[src/rtl/ets_pkg.sv]
package ets_pkg;

  localparam int MAX_TERMS_DEF = 32;

  // Field widths
  localparam int X_W     = 20;
  localparam int CFG_W   = 6;
  localparam int EXP_W   = 32;
  localparam int FRAC_W  = 16;

  // Term magnitudes stay below 2^28 for any 20-bit argument (|x| <= 8).
  localparam int MAG_W   = 28;
  localparam int TERM_W  = MAG_W + 1;
  localparam int PROD_W  = TERM_W + X_W;
  localparam int Q_W     = PROD_W - FRAC_W;
  // Accumulator holds up to 1023 full-range terms plus the constant one without wrapping.
  localparam int SUM_W   = EXP_W + 7;

  localparam logic [CFG_W-1:0]          NUM_TERMS_RST = CFG_W'(8);
  localparam logic signed [TERM_W-1:0]  ONE_TERM = TERM_W'(65536);
  localparam logic signed [SUM_W-1:0]   ONE_SUM  = SUM_W'(65536);
  localparam logic signed [SUM_W-1:0]   SUM_MAX  = SUM_W'(64'sd2147483647);
  localparam logic signed [SUM_W-1:0]   SUM_MIN  = -SUM_W'(64'sd2147483648);

  // Item between a divide stage and the next multiply stage
  typedef struct packed {
    logic                     vld;
    logic signed [X_W-1:0]    x;
    logic signed [TERM_W-1:0] term;
    logic signed [SUM_W-1:0]  sum;
    logic                     sat;
  } ets_lane_t;

  // Item between a multiply stage and its divide stage
  typedef struct packed {
    logic                     vld;
    logic signed [X_W-1:0]    x;
    logic                     neg;
    logic [MAG_W-1:0]         mag;
    logic signed [SUM_W-1:0]  sum;
    logic                     sat;
  } ets_prod_t;

endpackage

[src/rtl/ets_div_stage.sv]
module ets_div_stage
  import ets_pkg::*;
#(
  parameter int TERM_IDX = 1,
  parameter int NW       = 6
) (
  input  logic          clk,
  input  logic          rst_n,
  input  logic          en,
  input  logic [NW-1:0] n_eff,
  input  ets_prod_t     prod_i,
  output ets_lane_t     lane_o
);

  // Reciprocal exact for any MAG_W-bit dividend
  localparam int SH = MAG_W + $clog2(TERM_IDX);
  localparam logic [MAG_W:0] RM =
    (MAG_W+1)'(((64'd1 << SH) + 64'(TERM_IDX) - 64'd1) / 64'(TERM_IDX));
  localparam int RP_W = 2 * MAG_W + 1;

  logic [RP_W-1:0]          rprod;
  logic [MAG_W-1:0]         quo;
  logic signed [TERM_W-1:0] term;
  logic                     active;
  ets_lane_t                lane_nxt;
  ets_lane_t                lane_r;

  assign rprod  = RP_W'(prod_i.mag) * RP_W'(RM);
  assign quo    = MAG_W'(rprod >> SH);
  // Truncate toward zero: divide the magnitude, then restore the sign
  assign term   = prod_i.neg ? -$signed({1'b0, quo}) : $signed({1'b0, quo});
  assign active = 32'(TERM_IDX) < 32'(n_eff);

  always_comb begin
    lane_nxt.vld  = prod_i.vld;
    lane_nxt.x    = prod_i.x;
    lane_nxt.term = term;
    lane_nxt.sat  = prod_i.sat;
    lane_nxt.sum  = prod_i.sum;
    if (active) begin
      lane_nxt.sum = prod_i.sum + SUM_W'(term);
    end
  end

  always_ff @(posedge clk) begin
    if (!rst_n) begin
      lane_r.vld <= 1'b0;
    end else if (en) begin
      lane_r <= lane_nxt;
    end
  end

  assign lane_o = lane_r;

endmodule

[config.mk]
export PLATFORM = sky130hd
export DESIGN_NAME = ets_div_stage
export DESIGN_NICKNAME = d
export VERILOG_FILES = /design/src/rtl/ets_pkg.sv /design/src/rtl/ets_div_stage.sv
export SDC_FILE = /design/constraint.sdc
export NUM_CORES = 1
export LEC_CHECK = 0
export ABC_AREA = 1
export ABC_CLOCK_PERIOD_IN_PS = 3650
export BUFFER_PORTS_ARGS = -buffer_cell sky130_fd_sc_hd__clkbuf_2
export CAP_MARGIN = 20
export CORE_UTILIZATION = 54
export DETAILED_ROUTE_END_ITERATION = 8
export PLACE_DENSITY = 0.91
export SLEW_MARGIN = 20
export SYNTH_ARGS = -nofsm -noshare
export SYNTH_HDL_FRONTEND = slang
export SYNTH_SLANG_ARGS = --single-unit
[constraint.sdc]
create_clock -name clk -period 3.65 [get_ports clk]
set_input_delay 0.5475 -clock clk [delete_from_list [all_inputs] [get_ports clk]]
set_output_delay 0.5475 -clock clk [all_outputs]
set_load 0.01 [all_outputs]
==> Yosys cells after proc, flatten, opt, wreduce, memory -nomap -nowiden <==
Index checks and enable logic that the tools add are counted.
W data, S select, Z words.
{ "op_classes": {"add_sub_neg": 2, "mul": 0, "n_div": 0, "order_cmp": 1, "n_eq_ne": 0, "shifts": 0, "muxes": 2, "n_bitwise": 0, "reduce_logical": 1} }
{ "ops": {"columns": ["operator", "count"], "rows": [
  ["$add A39 B29 Y39", 1],
  ["$mux W39", 1],
  ["$mux W29", 1],
  ["$neg A28 Y29", 1],
  ["$lt A1 B6 Y1 const A", 1],
  ["$reduce_and A2 Y1", 1]
]} }
{ "totals": {"regBits": 90, "latch_bits": 0, "ram_bits": 0, "romBits": 0, "in_bits": 99, "output_inout_bits": 90, "elab_cells": 11, "memories": 0} }

==> Logic depth before layout (Yosys ltp) <==
{ "logic_depth": {"word_depth": 4, "ltp_mapped": 24, "depth_no_buf": 24} }

==> Least setup slack after synthesis <==
OpenSTA, ideal clock, no wires.
{ "synth_path": {"path_kind": "input to register", "startpoint": "input port prod_i[41] in the netlist's numbering", "endpoint": "register lane_r, in the netlist lane_o[32], data pin", "setup_time_ps": 253, "t_arrival_ps": 2795, "required_ps": 3397, "path_slack_ps": 602, "stages": 21, "n_path_buf": 0, "path_cell_list": "inv_2 ha_1 inv_1 nor3_4 nand2_1 nor2_2 nand2_1 inv_2 nand2_1 nand2_2 o21ai_1 xor2_1 ha_1 a21oi_1 o21ai_0 a21oi_1 nor2_1 nor2_1 nand3_1 nand3_1 nand2_1"} }
{ "synth_lines": {"columns": ["element", "line_no", "text"], "rows": [
  ["from (decl)", "ets_div_stage.sv:11", "input ets_prod_t prod_i,"],
  ["to (signal assigned)", "ets_div_stage.sv:49", "lane_r <= lane_nxt;"],
  ["to (decl)", "ets_div_stage.sv:26", "ets_lane_t lane_r;"]
]} }

==> flow_summary.toml <==
[cts]
cts_buffers = 9
cts_setup_buffers = 0
cts_htree_levels = 3
clockRootBuffer = "clkbuf_16"
cts_tree = "built"
path_clk_slew_ps = 70
clock_latency_ps = 340
clockBufferDepth = 2
ctsHoldBuffers = 0
ctsResizeCount = 0
cts_sinks = 90

[run]
drv_cap = 0

[floorplan]
die_h_microns = 113
io-pin-count = 189
die_w_microns = 113
die_area_sq_um = 12900
core_sq_um = 12100
rows = 40
start_util = 0.556

[finish]
area_delta_synth_final_pct = 21.7
largest_reg_flops = 90
mostFrequentLayoutCells = "nand2_1 (307), clkbuf_2 (187), inv_1 (123)"
layout.nets = 1231
num_antenna_cells = 0
drive_gt1_frac = 0.232
fillCellCount = 1029
final_common_cell = "nand2_1"

[global_routing]
grt_start_max_net_pins = 59
grt_overflow = 0
antenna_found_initial = 0
grt_pass1_wl_mm = 27.4
grt_pass1_vias = 5765
grt_usage = 0.274

[route]
avgRoutedWirePerCell_microns = 13.8
drtPass1Iterations = 6
viasPerCell = 5.21
drtIter0Drc = 556
totalWireLength_mm = 17.5
postRouteAntennaNets = 0
vias = 6585
drc_errors = 0

[timing]
slew_viol_final = 0
max_freq_ghz = 0.299
setup_tns_ps = 0
min_period_ps = 3340
setup_violations = 0
tightest_slew_ps = 765
finalHoldViolations = 0
fin_hold_ws_ps = 378
period_share = 0.916
rsz0062_at_grt = "no"
clock_skew_ps = 0
relSlewSlack = 0.489

[yosys]
synth.distinct_cells = 37
synth-seq-area-share = 0.401
ys_warn_count = 0
ys_ff_latch = 90
synth_top_area_frac = 0.398
syn_area_sq_um = 6710
synth_area_leader_cell = "edfxtp_1"
syn_inst = 901
synthFlopType = "edfxtp_1"
syn_avg_cell_area_sq_um = 7.45
synth_edf_count = 89
synthTopCellsByArea = "edfxtp_1 (40%), nand2_1 (17%), ha_1 (7.3%)"
async_flop_share = 0
syn_nets = 1040

[setup_path]
required_ps = 3760
r2r-start = "lane_o[89]"
critPathLaunch = "prod_i[40]"
start_kind = "primary input"
critPathKind = "primary input to flop"
end_kind = "flop"
path_max_fanout = 4
arrival_ps = 3450

[pwr]
p_leak_nw = 4.04
vdd_drop_max_mv = 0.264
powerDensity_nw_per_um2 = 407
total_power_mw = 3.32

[min_path]
hp-start = "prod_i[74]"
hold_path_class = "primary input to flop"

[placed_design]
port_buffers = 187
gp_congestion = 0.923
dp_hpwl_mm = 14.0

[run_status]
outcome = "complete, no violations"
synth_stat cells (9+ instances only):
master    number
edfxtp_1      89
nand2_2        9
inv_1        124
nor2_1        81
o21ai_0       29
xnor2_1       26
nand3_1       51
inv_2          9
nor2_2         9
ha_1          39
nor3_1         9
o21ai_1       15
nand2_1      308
xor2_1        19
a21oi_1       36
area by class of cell:
type | instances | area (sq um) | area share
Clock buffer | 9 | 225 | 0.0276
Clock inverter | 7 | 77.6 | 0.00950
Inverter | 134 | 504 | 0.0617
Multi-Input combinational cell | 666 | 3480 | 0.426
Sequential cell | 90 | 2690 | 0.330
Tap cell | 168 | 210 | 0.0257
Timing Repair Buffer | 191 | 978 | 0.120
worst max-delay path, stage by stage:
cell	delay, ps
clkbuf_2	110
inv_2	90
ha_1	150
inv_1	80
nor3_4	140
nand2_1	130
nor2_2	150
nand2_1	120
inv_2	90
nand3_1	60
nand2_1	80
xnor2_1	140
ha_1	400
nand2_1	100
nor2_1	210
inv_1	70
nor3_1	160
nand2_1	90
nand2_1	160
nand2_1	110
nand2_1	70
nand2_1	40
nand3_1	70
nand2_1	60
cell families after synthesis:
kind of cell    count (synthesis)  synth area share
xor+xnor                       45            0.0587
fa+ha+maj                      40            0.0757
compound gates                 88            0.0701
flops                          90             0.401
buf+inv                       145            0.0822
simple gates                  493             0.312
routing by layer:
metal / routed length (microns) / track usage
met5: 0 / 0
met3: 1630 / 0.0515
met2: 7810 / 0.436
met4: 328 / 0.0781
met1: 7740 / 0.384
through the flow:
stage | utilization | std cells | worst slack [ps] | cell area, sq um
6_report | 0.677 | 1265 | 308 | 8170
5_1_grt | 0.677 | 1265 | 10.8 | 8170
4_1_cts | 0.676 | 1265 | 371 | 8160
3_5_place_dp | 0.651 | 1249 | 7.60 | 7850
3_3_place_gp | 0.651 | 1249 | 156 | 7850
2_1_floorplan | - | 901 | 602 | 6710
path summary, 6_finish.rpt:
path	endpoint	slack, ps	cells past startpoint
max	lane_o[35]	310	24
min	lane_o[74]	380	1
max reg2reg	lane_o[89]	3040	2
min reg2reg	lane_o[89]	540	2
power breakdown:
part / total [mW] / internal, mW / switching (mW)
logic: 1.06 / 0.390 / 0.672
registers: 1.31 / 1.28 / 0.0278
clock network: 0.955 / 0.536 / 0.419
total: 3.32 / 2.21 / 1.12
(Power assumes the default switching activity.)
