==> config.mk <==
export PLATFORM = sky130hd
export DESIGN_NAME = ets_mul_stage
export DESIGN_NICKNAME = d
export VERILOG_FILES = /design/src/rtl/ets_pkg.sv /design/src/rtl/ets_mul_stage.sv
export SDC_FILE = /design/constraint.sdc
export NUM_CORES = 2
export LEC_CHECK = 0
export BUFFER_PORTS_ARGS = -buffer_cell sky130_fd_sc_hd__buf_2
export CAP_MARGIN = 10
export CORE_AREA = 4 4 256 258
export DETAILED_ROUTE_END_ITERATION = 10
export DIE_AREA = 0 0 260 262
export PLACE_DENSITY = 0.59
export SLEW_MARGIN = 20
export SYNTH_ARGS = -nofsm -noshare
export SYNTH_HDL_FRONTEND = slang
export SYNTH_SLANG_ARGS = --single-unit
==> constraint.sdc <==
create_clock -name clk -period 10.15 [get_ports clk]
set_clock_uncertainty 0.2 [all_clocks]
set_input_delay 1.015 -clock clk [delete_from_list [all_inputs] [get_ports clk]]
set_output_delay 1.015 -clock clk [all_outputs]
set_load 0.01 [all_outputs]
==> src/rtl/ets_pkg.sv <==
package ets_pkg;

  localparam int MAX_TERMS_DEF = 32;

  // Field widths
  localparam int X_W     = 20;
  localparam int CFG_W   = 6;
  localparam int EXP_W   = 32;
  localparam int FRAC_W  = 16;

  // Term magnitudes stay below 2^28 for any 20-bit argument (|x| <= 8).
  localparam int MAG_W   = 28;
  localparam int TERM_W  = MAG_W + 1;
  localparam int PROD_W  = TERM_W + X_W;
  localparam int Q_W     = PROD_W - FRAC_W;
  // Accumulator holds up to 1023 full-range terms plus the constant one without wrapping.
  localparam int SUM_W   = EXP_W + 7;

  localparam logic [CFG_W-1:0]          NUM_TERMS_RST = CFG_W'(8);
  localparam logic signed [TERM_W-1:0]  ONE_TERM = TERM_W'(65536);
  localparam logic signed [SUM_W-1:0]   ONE_SUM  = SUM_W'(65536);
  localparam logic signed [SUM_W-1:0]   SUM_MAX  = SUM_W'(64'sd2147483647);
  localparam logic signed [SUM_W-1:0]   SUM_MIN  = -SUM_W'(64'sd2147483648);

  // Item between a divide stage and the next multiply stage
  typedef struct packed {
    logic                     vld;
    logic signed [X_W-1:0]    x;
    logic signed [TERM_W-1:0] term;
    logic signed [SUM_W-1:0]  sum;
    logic                     sat;
  } ets_lane_t;

  // Item between a multiply stage and its divide stage
  typedef struct packed {
    logic                     vld;
    logic signed [X_W-1:0]    x;
    logic                     neg;
    logic [MAG_W-1:0]         mag;
    logic signed [SUM_W-1:0]  sum;
    logic                     sat;
  } ets_prod_t;

endpackage

==> src/rtl/ets_mul_stage.sv <==
module ets_mul_stage
  import ets_pkg::*;
(
  input  logic      clk,
  input  logic      rst_n,
  input  logic      en,
  input  ets_lane_t lane_i,
  output ets_prod_t prod_o
);

  logic signed [PROD_W-1:0] prod;
  logic signed [Q_W-1:0]    q;
  logic [Q_W-1:0]           mag_full;
  ets_prod_t                prod_nxt;
  ets_prod_t                prod_r;

  // Floor shift: the upper bits of the two's complement product
  assign prod     = $signed(lane_i.term) * $signed(lane_i.x);
  assign q        = prod[PROD_W-1:FRAC_W];
  assign mag_full = q[Q_W-1] ? Q_W'(-q) : Q_W'(q);

  always_comb begin
    prod_nxt.vld = lane_i.vld;
    prod_nxt.x   = lane_i.x;
    prod_nxt.neg = q[Q_W-1];
    prod_nxt.sum = lane_i.sum;
    prod_nxt.sat = lane_i.sat;
    if (|mag_full[Q_W-1:MAG_W]) begin
      prod_nxt.mag = '1;
      prod_nxt.sat = 1'b1;
    end else begin
      prod_nxt.mag = mag_full[MAG_W-1:0];
    end
  end

  always_ff @(posedge clk) begin
    if (!rst_n) begin
      prod_r.vld <= 1'b0;
    end else if (en) begin
      prod_r <= prod_nxt;
    end
  end

  assign prod_o = prod_r;

endmodule

### After elaboration in Yosys (flattened, before gate mapping)

Cells that the tools add are included.

* $add $sub $neg: 1
* $mul: 1
* mux-type cells: 1
* reduce and logical (&&, ||, !) cells: 2

Operator list (count)
* $mul 29x20->49: 1
* $mux 33: 1
* $neg 33->33: 1
* $reduce_or 5->1: 1
* $reduce_and 2->1: 1

* bits in registers: 90

### Depth between registers and ports, before layout

* word-level depth: 4
* gate-level depth with buffers: 32
* mapped depth without buffers: 29

### Worst setup path after synthesis

Ideal clock, no wire load.

* path type: input -> register
* start point: in lane_i[71] (netlist name)
* end point: reg prod_r (netlist bit prod_o[64]) (data pin)
* setup time: 0.260 ns
* arrival: 8.473 ns
* slack: 1.216 ns
* stages: 30
* buffers on the path: 6
* cell sequence: clkbuf_1 -> clkbuf_1 -> and2_1 -> fa_1 -> fa_1 -> fa_1 -> inv_1 -> fa_1 -> inv_1 -> fa_1 -> fa_1 -> inv_1 -> fa_1 -> inv_1 -> ha_1 -> clkbuf_1 -> nand2_1 -> nor3_1 -> nand3_1 -> nor2_1 -> o21ai_0 -> and3_1 -> or3_1 -> inv_1 -> clkbuf_1 -> nand4_1 -> a31oi_2 -> buf_4 -> buf_6 -> nand3_1

* word-level cells in the longest chain between the ends: 4

RTL lines
* start: declaration: line ets_mul_stage.sv:7 `input ets_lane_t lane_i,`
* $mul 29x20->49 (*): line ets_mul_stage.sv:18 `assign prod = $signed(lane_i.term) * $signed(lane_i.x);`
* $neg 33->33: line ets_mul_stage.sv:20 `assign mag_full = q[Q_W-1] ? Q_W'(-q) : Q_W'(q);`
* $mux 33 (*): line ets_mul_stage.sv:20
* $reduce_or 5->1: line ets_mul_stage.sv:28 `if (|mag_full[Q_W-1:MAG_W]) begin`
* end signal: assignment: line ets_mul_stage.sv:40 `prod_r <= prod_nxt;`
* end: declaration: line ets_mul_stage.sv:15 `ets_prod_t prod_r;`

Every way passes the cells marked *; elsewhere a longest branch is shown, timed or not.
A chain may end at the register's enable or synchronous reset.

### Worst setup path in the final report

* start point: in lane_i[78] (netlist name)
* end point: reg prod_r (netlist bit prod_o[41]) (data pin)

The elaborated chain is that of the path after synthesis.

==> impl_metrics.json <==
{
  "antenna_found_initial": 2,
  "gp_congestion": 0.8940,
  "cpPeakStageDelay_ns": 0.58,
  "first_pass_iters": 5,
  "required_ns": 10.05,
  "relSlewSlack_pct": 41.98,
  "synthTopCellsByArea": "fa_1 (46%), edfxtp_1 (11%), inv_1 (9.6%)",
  "place_ws_ns": 0.1798,
  "cts_tree": "done",
  "routedWlPerCell_um": 19.41,
  "largest_reg_flops": 90,
  "maxCapViolCount": 0,
  "ys.flop_type": "edfxtp_1",
  "coreArea_um2": 62970,
  "netlist_area_um2": 25160,
  "fillCellCount": 6219,
  "layout_commonest_cell": "inv_1",
  "numCtsBuffers": 9,
  "synth-seq-cells": 90,
  "synth_top_area_share_pct": 46.23,
  "worstPathMaxFanout": 30,
  "multi_input_area_um2": 19520,
  "r2r_setup_slack_ns": 9.33,
  "drive_above_1_share_pct": 9.783,
  "rsz0062_at_grt": "false",
  "die_w_um": 260,
  "grt_max_degree": 66,
  "routed_via_density": 5.135,
  "regArea_um2": 2693,
  "cp_slowest_cell": "buf_2",
  "num_rows": 92,
  "crit_family": "adder cells",
  "critPathCaptureType": "register",
  "avgSynthCellArea_um2": 9.318,
  "die-area_um2": 68120,
  "worst-setup-path-type": "in2reg",
  "initial_utilization_pct": 39.96,
  "crit_top_cell": "fa_1",
  "grt-ovfl-total": 0,
  "cp-start-kind": "input pin",
  "slew_viol_final": 0,
  "layout_common_cells": "inv_1 (644), fa_1 (581), nand2_1 (338)",
  "clock_latency_ns": 0.36,
  "syn_to_final_growth_pct": 8.435,
  "clk_path_buf_depth": 2,
  "fin_nets": 3604,
  "grtUsageTotal_pct": 21.73,
  "yosys_warnings": 0,
  "yosys.area.top_type": "fa_1",
  "worstRegToRegCells": 2,
  "drtIter0Drc": 1159,
  "cp.depth": 26,
  "worstHoldPathType": "reg2reg",
  "synth_cell_types": 79,
  "synth.net_count": 3497,
  "holdPathStages": 2,
  "hold_viol": 0,
  "synthArstFlopShare_pct": 0,
  "worstPathArrival_ns": 9.51,
  "tns_ns": 0,
  "syn_inst": 2700,
  "cts_root_buffer": "clkbuf_16",
  "hpwl_mm": 58.12,
  "setup_viol": 0,
  "grt_pass1_vias": 21190,
  "drc_errors": 0,
  "outcome": "complete, no violations",
  "htreeDepth": 3,
  "fmax_ghz": 0.1040,
  "grt_pass1_wl_mm": 115.2,
  "worst_slack_ns": 0.5328,
  "num_vias": 18790,
  "io_buffers": 182,
  "path_buf_inv": 6,
  "boundaryPins": 183,
  "antenna_left": 0,
  "tightest_slew_ns": 0.8652,
  "min_period_over_period_pct": 94.75,
  "clk_pin_slew_ns": 0.06,
  "post-route-min-period_ns": 9.617,
  "fp.dieH_um": 262,
  "seq_area_frac_synth_pct": 10.70,
  "synth_edf_count": 89,
  "wl_mm": 71.01,
  "ctsHoldBuffers": 0,
  "cts.sinks": 90
}
cell usage after synthesis, types with 3 or more instances:
cell type	instances
or4_1	4
a21oi_2	3
and2_1	302
nor2b_1	3
o2111ai_1	5
o31ai_1	12
and4_1	5
fa_1	581
nor2_1	58
nand4_1	20
a31oi_1	3
xnor2_1	27
o21bai_1	6
o21ai_0	54
o21a_1	10
nor3_1	20
o31a_1	3
o311ai_0	3
a221oi_1	3
mux2i_1	3
nand3_1	37
clkbuf_1	123
xor2_1	22
a311oi_1	4
nand2_1	338
a21oi_1	48
a21o_1	16
ha_1	123
buf_2	8
or2_2	6
a22oi_1	4
nand2b_1	10
o21ai_1	11
inv_1	644
a211oi_1	14
and3_1	6
or3_1	13
o211ai_1	8
edfxtp_1	89
path summary, 6_finish.rpt:
check                                        startpoint                  endpoint
worst max register to register  prod_o[89]$_SDFFE_PN0P_   prod_o[89]$_SDFFE_PN0P_
worst min register to register  prod_o[89]$_SDFFE_PN0P_   prod_o[89]$_SDFFE_PN0P_
worst min-delay path            prod_o[89]$_SDFFE_PN0P_   prod_o[89]$_SDFFE_PN0P_
worst max-delay path                         lane_i[78]  prod_o[41]$_SDFFCE_PP1P_
through the flow:
| stage | hold WS [ns] | instance area (um2) | util, % | cells |
|---|---|---|---|---|
| after floorplan | 0.3383 | 25160 | - | 2700 |
| after global placement | 0.2943 | 26990 | 42.87 | 3642 |
| after detailed placement | 0.3480 | 26990 | 42.87 | 3642 |
| after CTS | 0.3668 | 27260 | 43.30 | 3657 |
| after global routing | 0.3978 | 27280 | 43.32 | 3657 |
| final | 0.3465 | 27280 | 43.33 | 3659 |
what timing repair did:
| item | 4_1_cts | 5_1_grt |
|---|---|---|
| gates resized for setup | 0 | 2 |
| setup endpoints to repair | 0 | 3 |
| buffers inserted | 0 | 0 |
worst reg2reg max path, delay by kind of cell (launching register included):
| kind | cells | cell delay [ns] |
|---|---|---|
| muxes | 1 | 0.14 |
| DFF | 1 | 0.31 |
| and+or+nand+nor | 1 | 0.06 |
cells by family (layout without fill, tap and decap cells):
kind of cell | Yosys count | in the layout | synth area share, %
AO/OA/AOI/OAI | 240 | 240 | 6.590
XOR/XNOR | 49 | 49 | 1.706
adder cells (fa/ha/maj) | 704 | 704 | 52.35
buffers and inverters | 780 | 891 | 11.75
flip-flops | 90 | 90 | 10.70
multiplexers | 4 | 4 | 0.1641
other | 0 | 2 | 0
AND/OR/NAND/NOR | 833 | 833 | 16.74
per-layer routing:
| layer | global-route usage, % | vias to the layer above | routed length [um] |
|---|---|---|---|
| met5 | 0 | - | 0 |
| met4 | 6.206 | 0 | 2129 |
| met3 | 2.901 | 116 | 3799 |
| met2 | 39.67 | 552 | 36530 |
| met1 | 27.03 | 9799 | 28550 |
| li1 | - | 8322 | - |
layout make-up:
class	instances	share of cell area, %
diodes	2	0.01835
clock buffers	9	0.8255
clock inverters	6	0.1743
inverters	644	8.861
multi-input cells	1830	71.56
flip-flops and latches	90	9.870
well taps	846	3.880
repair buffers	232	4.806
Power is left out: the tool's default activity adds up to more than one toggle a clock period on the data nets, which glitch-free logic cannot reach.
